<file path="config.mk">
export PLATFORM = sky130hd
export DESIGN_NAME = yee_es_sweep
export DESIGN_NICKNAME = d
export VERILOG_FILES = /design/src/rtl/yee_es_pkg.sv /design/src/rtl/yee_es_sweep.sv
export SDC_FILE = /design/constraint.sdc
export NUM_CORES = 1
export LEC_CHECK = 0
export BUFFER_PORTS_ARGS = -buffer_cell sky130_fd_sc_hd__buf_2
export CORE_ASPECT_RATIO = 1.1
export CORE_MARGIN = 1.5
export CORE_UTILIZATION = 28
export DETAILED_ROUTE_END_ITERATION = 6
export SLEW_MARGIN = 20
export SYNTH_ARGS = -nofsm -noshare
export SYNTH_HDL_FRONTEND = slang
export SYNTH_SLANG_ARGS = --single-unit
</file>
<file path="constraint.sdc">
create_clock -name clk -period 3.4 [get_ports clk]
set_input_delay 0.17 -clock clk [delete_from_list [all_inputs] [get_ports clk]]
set_output_delay 0.17 -clock clk [all_outputs]
set_load 0.005 [all_outputs]
</file>
<file path="src/rtl/yee_es_pkg.sv">
package yee_es_pkg;

	localparam int unsigned FIELD_N            = 6;
	localparam int unsigned POS_W              = 11;
	localparam int unsigned CNT_W              = 10;
	localparam int unsigned SCALE_W            = 32;
	localparam int unsigned CFG_DATA_W         = 32;
	localparam int unsigned CFG_INDEX_W        = 2;
	localparam int unsigned SUM_W              = 64;
	localparam int unsigned HALF_W             = 32;
	localparam int unsigned OUT_W              = 63;
	localparam int unsigned WGT_W              = 3;
	localparam int unsigned MAX_CELLS_PER_AXIS = 1024;
	localparam int unsigned SAMPLE_WIDTH_DEF   = 24;
	localparam int unsigned HI_LIMIT_LOG2      = 49;
	localparam int unsigned HI_SHIFT           = 14;
	localparam int unsigned LO_SHIFT           = 18;

	localparam logic [CNT_W-1:0]   CELLS_RESET = CNT_W'(16);
	localparam logic [SCALE_W-1:0] SCALE_RESET = SCALE_W'(65536);
	localparam logic [OUT_W-1:0]   OUT_MAX     = '1;

	typedef enum logic [CFG_INDEX_W-1:0] {
		CFG_CELLS_X      = 2'd0,
		CFG_CELLS_Y      = 2'd1,
		CFG_CELLS_Z      = 2'd2,
		CFG_ENERGY_SCALE = 2'd3
	} cfg_index_t;

	typedef logic [POS_W-1:0] pos_t;

	typedef struct packed {
		pos_t x;
		pos_t y;
		pos_t z;
	} counts_t;

	typedef struct packed {
		logic [FIELD_N-1:0][WGT_W-1:0] weight;
		logic                          last;
	} cell_info_t;

	typedef logic [FIELD_N-1:0][SUM_W-1:0] sums_t;
	typedef logic [FIELD_N-1:0][OUT_W-1:0] energies_t;

endpackage

</file>
<file path="src/rtl/yee_es_sweep.sv">
module yee_es_sweep (
	input  logic                   clk,
	input  logic                   arst_n,
	input  yee_es_pkg::counts_t    count,
	input  logic                   advance,
	output yee_es_pkg::cell_info_t info
);
	import yee_es_pkg::*;

	pos_t pos_x_q, pos_y_q, pos_z_q;
	logic in_x, in_y, in_z;
	logic end_x, end_y, end_z;
	logic inside_grid;
	logic [1:0] c_x, c_y, c_z;

	always_comb begin
		in_x  = pos_x_q <= count.x;
		in_y  = pos_y_q <= count.y;
		in_z  = pos_z_q <= count.z;
		end_x = pos_x_q >= count.x + pos_t'(1);
		end_y = pos_y_q >= count.y + pos_t'(1);
		end_z = pos_z_q >= count.z + pos_t'(1);
		inside_grid = (pos_x_q <= count.x + pos_t'(1)) && (pos_y_q <= count.y + pos_t'(1))
			&& (pos_z_q <= count.z + pos_t'(1));
		c_x = 2'(pos_x_q >= pos_t'(2)) + 2'(in_x);
		c_y = 2'(pos_y_q >= pos_t'(2)) + 2'(in_y);
		c_z = 2'(pos_z_q >= pos_t'(2)) + 2'(in_z);
	end

	always_comb begin
		info.weight[0] = (inside_grid && in_x) ? WGT_W'(c_y) * WGT_W'(c_z) : '0;
		info.weight[1] = (inside_grid && in_y) ? WGT_W'(c_x) * WGT_W'(c_z) : '0;
		info.weight[2] = (inside_grid && in_z) ? WGT_W'(c_x) * WGT_W'(c_y) : '0;
		info.weight[3] = (inside_grid && in_y && in_z) ? WGT_W'(c_x) << 1 : '0;
		info.weight[4] = (inside_grid && in_x && in_z) ? WGT_W'(c_y) << 1 : '0;
		info.weight[5] = (inside_grid && in_x && in_y) ? WGT_W'(c_z) << 1 : '0;
		info.last      = end_x && end_y && end_z;
	end

	always_ff @(posedge clk or negedge arst_n) begin
		if (!arst_n) begin
			pos_x_q <= pos_t'(1);
			pos_y_q <= pos_t'(1);
			pos_z_q <= pos_t'(1);
		end else if (advance) begin
			if (info.last) begin
				pos_x_q <= pos_t'(1);
				pos_y_q <= pos_t'(1);
				pos_z_q <= pos_t'(1);
			end else if (end_x) begin
				pos_x_q <= pos_t'(1);
				if (end_y) begin
					pos_y_q <= pos_t'(1);
					pos_z_q <= end_z ? pos_t'(1) : pos_z_q + pos_t'(1);
				end else begin
					pos_y_q <= pos_y_q + pos_t'(1);
				end
			end else begin
				pos_x_q <= pos_x_q + pos_t'(1);
			end
		end
	end

	a_restart: assert property (@(posedge clk) disable iff (!arst_n)
		(advance && info.last) |=>
		(pos_x_q == pos_t'(1) && pos_y_q == pos_t'(1) && pos_z_q == pos_t'(1)))
		else $error("positions not restarted after final cell");

endmodule

</file>
==> run summary, run 1 <==
CTS max path bufs - 2
Inserted Diodes - 0
Fmax - 312 MHz
Setup violators final - 0
Sequential share of power - 31.5%
Slew Limit Fails - 0
Top cells by area, synth - ha_1, dfrtp_1, xnor2_1, inv_1, nand3_1
Setup tns final - 0 ns
Core ar. - 14500 µm²
Worst-Margin Slew - 0.759 ns
Num CTS Buffers - 5
Initial Util - 28.9%
# IOs - 55
Die span in y - 131 µm
Crit path max fanout - 6
Post-route clock period utilization - 94.2%
FP Rows - 46
Drt drc - 0
Largest net degree at the start of global routing - 34
Crit path capture type - primary output
Remaining antenna violation count after routing - 0
Flops & latches, synth - 33
Placed cell count - 770
Setup repair bufs after CTS - 0
Final core occ - 34.2%
Hold Path Sink - pos_x_q[2]$_DFFE_PN0P_
GP Congestion - 0.812
Outcome - finished clean
1st-iter DRT viols - 130
Die area - 15700 µm²
Maximum VDD drop - 0.164 mV
Most frequent cells in the layout - ha_1, inv_1, buf_2
Skew-Pair Late Insertion Delay - 0.28 ns
WL final - 10.4 mm
CTS root buf - clkbuf_16
1st-pass router iterations - 4
Final Hold Fails - 0
WL per Instance - 13.3 µm
Switching share of power - 35.3%
Worst-path clk slew - 0.05 ns
Commonest non-fill, non-tap cell in the layout - ha_1
WHS Path Cells - 4
Clk_skew - 0.00469 ns
Primary FF master, synth - dfrtp_1
Synthesized area per cell - 8.07 µm²
RR Endpoint - pos_z_q[9]$_DFFE_PN0P_
Hold WC Path Type - primary input to flip-flop
Post-synth EDFFs - 0
WS Path Type - flip-flop to primary output
H-tree depth - 2
Delay of the slowest critical-path stage - 0.45 ns
DP HPWL - 8.53 mm
Netlist cell types - 51
Gr usage total - 13.7%
Area share of the largest cell type after synthesis - 24.2%
YS warnings - 0
Pwr dens - 339 nW/µm²
Syn Inst Count - 519
CP most frequent cell - ha_1
TritonCTS clock tree - done
Max cap viols - 0
Rel. slew slack - 49.4%
Clock sink count - 33
Vias in the first global route - 3808
CP Launch Type - flip-flop
Via/cell ratio - 5.01
Synth-to-layout area growth - 18.3%
CP Data Required Time - 3.23 ns
Launch point of the worst hold path - advance
Fraction of layout cells with a size suffix above 1 - 16.0%
Final #Nets - 703
FF-to-FF setup slack - 0.74 ns
Via count - 3897
Data arrival, critical path - 3.03 ns
Tmin final - 3.20 ns
Antenna violations before repair - 0
Buffers on Ports - 51
Clock share of power - 29.6%
Die X - 120 µm
Gate power share - 38.9%
RSZ-0062 raised after global routing - no
Final std cells w/o fill - 778
Crit-path slowest cell - dfrtp_1
Seq/Total Area, Yosys - 19.8%
Sw power - 593 µW
Area leader, netlist - ha_1
Crit path from - pos_y_q[8]$_DFFE_PN0P_
Worst r2r src - pos_y_q[6]$_DFFE_PN0P_
Worst-case reg-to-reg path depth - 9
P_int - 1090 µW
Cell Chain, Critical Path - ha_1 > a21o_1 > a21oi_1 > o22ai_1 > o31ai_2 > ha_1 > and2_1 > ha_1 > xnor2_1 > and2_1 > buf_2
Mapped Area - 4190 µm²
First-pass GRT wire length - 17.9 mm
Leakage power - 0.00245 µW
Grt ovf - 0
Share of flip-flops with an asynchronous set or reset - 100%
[how the worst max path moves through the flow]
| stage | end | depth (start not counted) |
|---|---|---|
| detailed placement | info[12] | 13 |
| floorplan | pos_z_q[3]$_DFFE_PN0P_ | 13 |
| global route | info[6] | 12 |
| CTS | info[3] | 11 |
| finish | info[3] | 11 |
| global placement | info[7] | 13 |
[cell families after synthesis]
kind of cell / synth area share [%]
fa+ha+maj: 24.2
compound gates: 16.8
simple gates: 25.0
buf+inv: 6.39
other cells: 0.0895
mux: 0.269
xor+xnor: 7.52
flops: 19.8
[area by class of cell]
cell class | instances | area, µm²
clock buffer | 5 | 125
clock inverter | 2 | 35.0
fill | 1558 | 9550
inverter | 54 | 203
multi-input combinational | 424 | 3140
sequential | 33 | 830
tap | 192 | 240
timing repair buffer | 68 | 385
[cells in the mapped netlist (all sizes together) (7+ instances only)]
cell type	count
nor2	22
o21ai	34
a21oi	26
nand2	29
nor4	9
o21a	10
xnor2	30
nand4	16
ha	81
inv	54
dfrtp	30
o31ai	13
and2	13
nor3	20
nor2b	7
and3	20
nand3	34
[metrics by stage]
stage | setup slack, ns | hold WS [ns] | power, µW | cell area (µm²)
final | 0.197 | 0.268 | 1680 | 4960
after global routing | 0.0102 | 0.301 | 1830 | 4960
after CTS | 0.0489 | 0.272 | 1700 | 4920
after detailed placement | 0.0693 | 0.288 | 1180 | 4750
after global placement | 0.0785 | 0.284 | 1180 | 4750
after floorplan | 0.436 | -0.126 | 969 | 4200
[critical path: cells and delay by family (launching register included)]
| family | cells | cell delay, ns |
|---|---|---|
| fa+ha+maj | 3 | 0.91 |
| compound gates | 4 | 0.79 |
| flops | 1 | 0.45 |
| buf+inv | 1 | 0.10 |
| simple gates | 2 | 0.33 |
| xor+xnor | 1 | 0.17 |
[power groups by stage]
stage	combinational [µW]	sequential (µW)	clock [µW]
final	655	529	498
after global routing	758	540	532
after CTS	653	531	514
after detailed placement	646	537	0
after global placement	643	538	0
after floorplan	449	520	0
[flip-flops by register name (all words and copies together), names as in the netlist]
| name | flops |
|---|---|
| pos_z_q | 11 |
| pos_x_q | 11 |
| pos_y_q | 11 |
[layer usage]
metal  vias up  track usage, %  share of wire, %
met5         -               0                 0
met4         0            3.51               1.1
met3         8            1.30               3.0
met2        63            22.7                45
met1      1807            19.1                51
li1       2019               -                 -
[what timing repair did]
| action | 4_1_cts | 5_1_grt |
|---|---|---|
| endpoints found under the hold margin | 30 | 0 |
| gates resized for setup | 0 | 9 |
| setup endpoints to repair | 0 | 15 |
| hold buffers | 1 | 0 |
Note: power is estimated with default switching activity, not from simulation.
==> run 2, diff against run 1 <==
--- a/config.mk
+++ b/config.mk
@@ -6,4 +6,6 @@
 export NUM_CORES = 1
 export LEC_CHECK = 0
+export ABC_AREA = 1
+export ABC_CLOCK_PERIOD_IN_PS = 3400
 export BUFFER_PORTS_ARGS = -buffer_cell sky130_fd_sc_hd__buf_2
 export CORE_ASPECT_RATIO = 1.1
==> constraint.sdc (replaced) <==
create_clock -name clk -period 3.4 [get_ports clk]
set_input_delay 0.17 -clock clk [delete_from_list [all_inputs] [get_ports clk]]
set_output_delay 0.17 -clock clk [all_outputs]
set_load 0.01 [all_outputs]
==> run 2 against run 1 <==
Compared with the run above: the flow now finishes with violations (negative hold slack); maximum frequency up 4.0%; combinational power is 33% higher; design area is 3.2% higher; non-clock buffer count shrank 13; flip-flop and latch count did not move; hold slack worse by 0.30 ns.
==> run summary, run 2 <==
Outcome - finished, violations left
Failing checks - negative hold slack
Clock sink count - 33 (unchanged)
Biggest regs - pos_x_q (11), pos_y_q (11), pos_z_q (11)
# resized after CTS - 0 (unchanged)
Hold WS - -0.0304 ns (-0.299 ns)
Final worst setup slack - 0.321 ns (+0.124 ns)
H-tree depth - 2 (unchanged)
DP HPWL - 8.34 mm (-2.2%)
Worst-Margin Slew - 0.773 ns (+0.0142 ns)
Remaining antenna violation count after routing - 0 (unchanged)
CP Data Required Time - 3.23 ns (about the same)
Setup repair bufs after CTS - 0 (unchanged)
Flops & latches, synth - 33 (unchanged)
YS warnings - 0 (unchanged)
FP Rows - 48 (+4.3%)
TritonCTS clock tree - done
Final std cells w/o fill - 914 (+17%)
Gr usage total - 12.5% (-1.2 points)
GP Congestion - 0.808 (-0.41%)
Inserted Diodes - 0 (unchanged)
1st-pass router iterations - 4 (unchanged)
WS Path Type - flip-flop to primary output
CTS max path bufs - 2 (unchanged)
Pwr dens - 368 nW/µm² (+8.4%)
Initial Util - 28.7% (-0.23 points)
Primary FF master, synth - dfrtp_1
Max cap viols - 0 (unchanged)
Fraction of layout cells with a size suffix above 1 - 12.0% (-4.0 points)
Most frequent cells in the layout - nand2_1, inv_1, ha_1
Seq/Total Area, Yosys - 18.4% (-1.4 points)
Via/cell ratio - 4.54 (-9.4%)
Commonest non-fill, non-tap cell in the layout - nand2_1
Clk_skew - 0.00540 ns (+0.000712 ns)
Worst-path clk slew - 0.06 ns (about the same)
Routed wl met2 - 4.86 mm (+3.9%)
Tmin final - 3.08 ns (-0.124 ns)
Buffers on Ports - 51 (unchanged)
Most frequent cell after synthesis - nand2_1
Worst r2r src - pos_x_q[0]$_DFFE_PN1P_
Post-synth EDFFs - 0 (unchanged)
Hold WC Path Type - primary input to asynchronous set/reset pin
Netlist cell types - 37 (-27%)
Crit-path slowest cell - dfrtp_1
Post-route cell area - 5120 µm² (+3.2%)
Fmax - 325 MHz (+4.0%)
# IOs - 55 (unchanged)
Mapped Area - 4510 µm² (+7.6%)
Grt ovf - 0 (unchanged)
Setup violators final - 0 (unchanged)
Top cells by area, synth - ha_1, dfrtp_1, nand2_1, inv_1, xor2_1
Hold Buf Count CTS - 0 (-1)
WL per Instance - 11.1 µm (-17%)
Critical path buffer and inverter count - 2 (+1)
Synth cell count leaders - nand2_1, inv_1, ha_1
CP top delay family - simple AND/OR/NAND/NOR gates
Area leader, netlist - ha_1
Crit path capture type - primary output
Leakage power - 0.00285 µW (+17%)
Share of flip-flops with an asynchronous set or reset - 100% (unchanged)
Final #Nets - 830 (+18%)
Worst slack, placed - 0.443 ns (+0.374 ns)
Drt drc - 0 (unchanged)
Data arrival, critical path - 2.91 ns (-0.12 ns)
Setup tns final - 0 ns (unchanged)
Post-route clock period utilization - 90.6% (-3.7 points)
Die area - 16900 µm² (+7.4%)
WL final - 10.1 mm (-2.1%)
Cell Chain, Critical Path - ha_1 > nand2_1 > nor2_1 > nand2_1 > nor3_1 > nand2_1 > nand3_1 > nand2_1 > ha_4 > nand2_1 > inv_1 > ha_1 > xor2_1 > nor2_1 > buf_2
Highest Signal Layer - met4
Crit path from - pos_x_q[10]$_DFFE_PN0P_
Slew Limit Fails - 0 (unchanged)
Via count - 4150 (+6.5%)
Core ar. - 15700 µm² (+8.5%)
Met1 wire length - 4.99 mm (-5.0%)
First-pass GRT wire length - 17.3 mm (-3.8%)
Maximum VDD drop - 0.180 mV (+9.7%)
Dpl cell area - 4960 µm² (+4.5%)
Rel. slew slack - 48.5% (-0.95 points)
Antenna violations before repair - 0 (unchanged)
Area share of the largest cell type after synthesis - 22.5% (-1.7 points)
Synthesized area per cell - 6.82 µm² (-16%)
FF-to-FF setup slack - 1.16 ns (+0.42 ns)
Synth-to-layout area growth - 13.5%
CP most frequent cell - nand2_1
CP Launch Type - flip-flop
Num CTS Buffers - 5 (unchanged)
Largest net degree at the start of global routing - 34 (unchanged)
Die span in y - 136 µm (+3.7%)
Die X - 124 µm (+3.6%)
Placed cell count - 906 (+18%)
Vias in the first global route - 3808 (unchanged)
Final Hold Fails - 30 (+30)
Crit path max fanout - 5 (-1)
CTS root buf - clkbuf_16
WL met3 - 266 µm (-15%)
Delay of the slowest critical-path stage - 0.45 ns (about the same)
Syn Inst Count - 661 (+27%)
RSZ-0062 raised after global routing - no
1st-iter DRT viols - 119 (-8.5%)
Skew-Pair Late Insertion Delay - 0.27 ns (about the same)
run 2: logic make-up (layout without fill, tap and decap cells):
logic type	after synthesis	after routing	synth area share, %
simple gates	333	333	33.5
buf+inv	114	165	10.5
fa+ha+maj	81	81	22.5
compound gates	55	55	6.47
xor+xnor	44	44	8.55
flops	33	33	18.4
other cells	1	3	0.0832
run 2: layout make-up:
cell class                      count  area, µm²
Timing Repair Buffer               55        285
Clock inverter                      3       17.5
Multi-Input combinational cell    516       3230
Inverter                          102        385
Sequential cell                    33        830
Fill cell                        1752      10600
Clock buffer                        5        125
Tap cell                          200        250
run 2: per-layer routing:
| layer | vias up | track usage (%) |
|---|---|---|
| met5 | - | 0 |
| met4 | 0 | 1.52 |
| met3 | 4 | 1.64 |
| met2 | 39 | 21.8 |
| met1 | 1864 | 16.8 |
| li1 | 2243 | - |
run 2: path summary, 6_finish.rpt:
kind                                           to  depth (start not counted)
setup / recovery                          info[9]                         15
hold / removal             pos_z_q[1]$_DFFE_PN0P_                          1
setup reg to reg           pos_z_q[5]$_DFFE_PN0P_                          9
hold reg to reg            pos_y_q[0]$_DFFE_PN1P_                          2
max in group asynchronous  pos_x_q[1]$_DFFE_PN0P_                          1
min in group clk           pos_x_q[9]$_DFFE_PN0P_                          3
run 2: per-stage QoR:
| step | util, % | power [µW] |
|---|---|---|
| global placement | 31.5 | 1440 |
| global route | 32.5 | 2080 |
| CTS | 32.5 | 1890 |
| floorplan | - | 1170 |
| detailed placement | 31.5 | 1440 |
| finish | 32.5 | 1880 |
run 2: report_power, final:
group	internal (µW)	switching [µW]	total, µW
clock network	268	169	437
logic	368	504	872
registers	459	114	573
==> run 3, diff against run 2 <==
PLACE_DENSITY = 0.53   (was not set)
==> run 3 against run 2 <==
Compared with the run above: cell count rose by 0.33%; clock power fell by 1%; largest power group unchanged; critical path depth did not move; sequential power barely moved; total power rose by 0.22%; the run still ends with negative hold slack left; via count fell by 1.7%; flip-flop and latch count did not move; count of clock-buffer cells in the layout rose by 1; die area did not move; utilization rose by 0.10 points; first-iteration DRC count rose by 42%; maximum frequency rose by 0.99%.
==> run summary, run 3 (synthesis results as in run 2) <==
Gate power share - 46.8% (+0.4 points)
TritonCTS clock tree - done
FF-to-FF setup slack - 1.10 ns (-0.06 ns)
Fmax - 328 MHz (+0.99%)
Clock share of power - 22.9% (-0.3 points)
Die area - 16900 µm² (unchanged)
Delay of the slowest critical-path stage - 0.43 ns (-0.02 ns)
Sequential share of power - 30.2% (-0.2 points)
Failing checks - negative hold slack
Crit path from - pos_x_q[10]$_DFFE_PN0P_
Most frequent cells in the layout - nand2_1, inv_1, ha_1
GP Congestion - 0.794 (-1.7%)
1st-pass router iterations - 5 (+1)
Via count - 4079 (-1.7%)
Pwr dens - 367 nW/µm² (about the same)
1st-iter DRT viols - 169 (+42%)
Worst r2r src - pos_y_q[10]$_DFFE_PN0P_
Gr usage total - 12.9% (+0.43 points)
Worst-case reg-to-reg path depth - 11 (+2)
Synth-to-layout area growth - 13.9%
WL per Instance - 11.2 µm (+1.0%)
Worst-path clk slew - 0.06 ns (about the same)
Cell Chain, Critical Path - ha_1 > nand2_1 > nor2_1 > nand2_1 > nor3_1 > nand2_1 > nand3_1 > nand2_1 > ha_4 > nand2_1 > inv_1 > ha_1 > xor2_1 > nor2_1 > buf_2
Drt drc - 0 (unchanged)
CP Launch Type - flip-flop
Outcome - finished, violations left
Data arrival, critical path - 2.88 ns (-0.03 ns)
CP most frequent cell - nand2_1
Switching share of power - 41.8% (about the same)
First-pass GRT wire length - 17.9 mm (+3.4%)
WL final - 10.3 mm (+1.4%)
Slew Limit Fails - 0 (unchanged)
Tmin final - 3.05 ns (-0.0303 ns)
Biggest regs - pos_x_q (11), pos_y_q (11), pos_z_q (11)
Hold WS - -0.0215 ns (+0.00884 ns)
Final #Nets - 832 (+0.24%)
CTS root buf - clkbuf_16
Num CTS Buffers - 5 (unchanged)
Rel. slew slack - 48.1% (-0.36 points)
Fraction of layout cells with a size suffix above 1 - 12.3% (+0.25 points)
DP HPWL - 8.33 mm (-0.16%)
Die X - 124 µm (unchanged)
H-tree depth - 2 (unchanged)
Pwr Total - 1890 µW (+0.22%)
Skew-Pair Late Insertion Delay - 0.27 ns (about the same)
Crit path capture type - primary output
RR Endpoint - pos_z_q[3]$_DFFE_PN0P_
CTS max path bufs - 2 (unchanged)
Initial Util - 28.7% (unchanged)
Crit-path slowest cell - dfrtp_1
Via/cell ratio - 4.45 (-2.0%)
Clk_skew - 0.00876 ns (+0.00336 ns)
Largest net degree at the start of global routing - 34 (unchanged)
Setup tns final - 0 ns (unchanged)
Setup violators final - 0 (unchanged)
Die span in y - 136 µm (unchanged)
Vias in the first global route - 3806 (-0.053%)
Post-route clock period utilization - 89.7% (-0.89 points)
Hold WC Path Type - primary input to asynchronous set/reset pin
Commonest non-fill, non-tap cell in the layout - nand2_1
Final Hold Fails - 30 (unchanged)
Crit path max fanout - 5 (unchanged)
Clock sink count - 33 (unchanged)
Maximum VDD drop - 0.194 mV (+7.9%)
P_int - 1100 µW (+0.28%)
Antenna violations before repair - 1 (+1)
Remaining antenna violation count after routing - 0 (unchanged)
Grt ovf - 0 (unchanged)
Worst-Margin Slew - 0.778 ns (+0.00539 ns)
Max cap viols - 0 (unchanged)
CP Data Required Time - 3.23 ns (about the same)
Core ar. - 15700 µm² (unchanged)
Leakage power - 0.00287 µW (+0.36%)
Sw power - 788 µW (+0.14%)
FP Rows - 48 (unchanged)
RSZ-0062 raised after global routing - no
# IOs - 55 (unchanged)
Buffers on Ports - 51 (unchanged)
WS Path Type - flip-flop to primary output
==> run 3: final cells by class <==
type,instances,area [µm²]
timing repair buffer,57,300
fill,1731,10600
clock inverter,2,10.0
tap,200,250
clock buffer,6,129
sequential,33,830
multi-input combinational,516,3230
inverter,102,385
antenna,1,2.50
==> run 3: per-stage QoR <==
step                cell area (µm²)  hold slack, ns  worst slack (ns)  util [%]  instances
global placement               4970           0.296             0.376      31.6        907
finish                         5130         -0.0215             0.351      32.6        917
global route                   5130          0.0511            0.0283      32.6        916
floorplan                      4520          -0.126             0.945         -        663
detailed placement             4970           0.305             0.376      31.6        907
CTS                            5110          0.0156             0.217      32.5        915
==> run 3: repair_timing <==
item | in CTS | in global routing
hold buffers | 0 | 0
setup endpoints to repair | 0 | 7
resized for setup | 0 | 2
setup buffers | 0 | 1
==> run 3: worst max-delay path by stage <==
stage | end | slack [ns]
2_1_floorplan | info[9] | 0.94
3_3_place_gp | info[8] | 0.38
3_5_place_dp | info[12] | 0.38
4_1_cts | info[9] | 0.22
5_1_grt | info[6] | 0.03
6_report | info[9] | 0.35
==> run 3: power groups by stage <==
| stage | Combinational, µW | Sequential (µW) | Clock [µW] |
|---|---|---|---|
| floorplan | 628 | 545 | 0 |
| global placement | 880 | 580 | 0 |
| detailed placement | 878 | 577 | 0 |
| CTS | 883 | 571 | 449 |
| global route | 1030 | 588 | 467 |
| finish | 884 | 570 | 432 |
==> run 3: worst max-delay path, delay by kind of cell (launching register included) <==
family | cells | cell delay [ns]
simple gates | 9 | 0.99
fa+ha+maj | 3 | 0.83
flops | 1 | 0.43
buf+inv | 2 | 0.17
xor+xnor | 1 | 0.16
==> run 3: metal layers <==
metal	track usage [%]	vias up	share of wire (%)
met5	0	-	0
met4	0.947	0	0.15
met3	1.85	2	3.2
met2	22.0	46	47
met1	18.0	1780	50
li1	-	2251	-
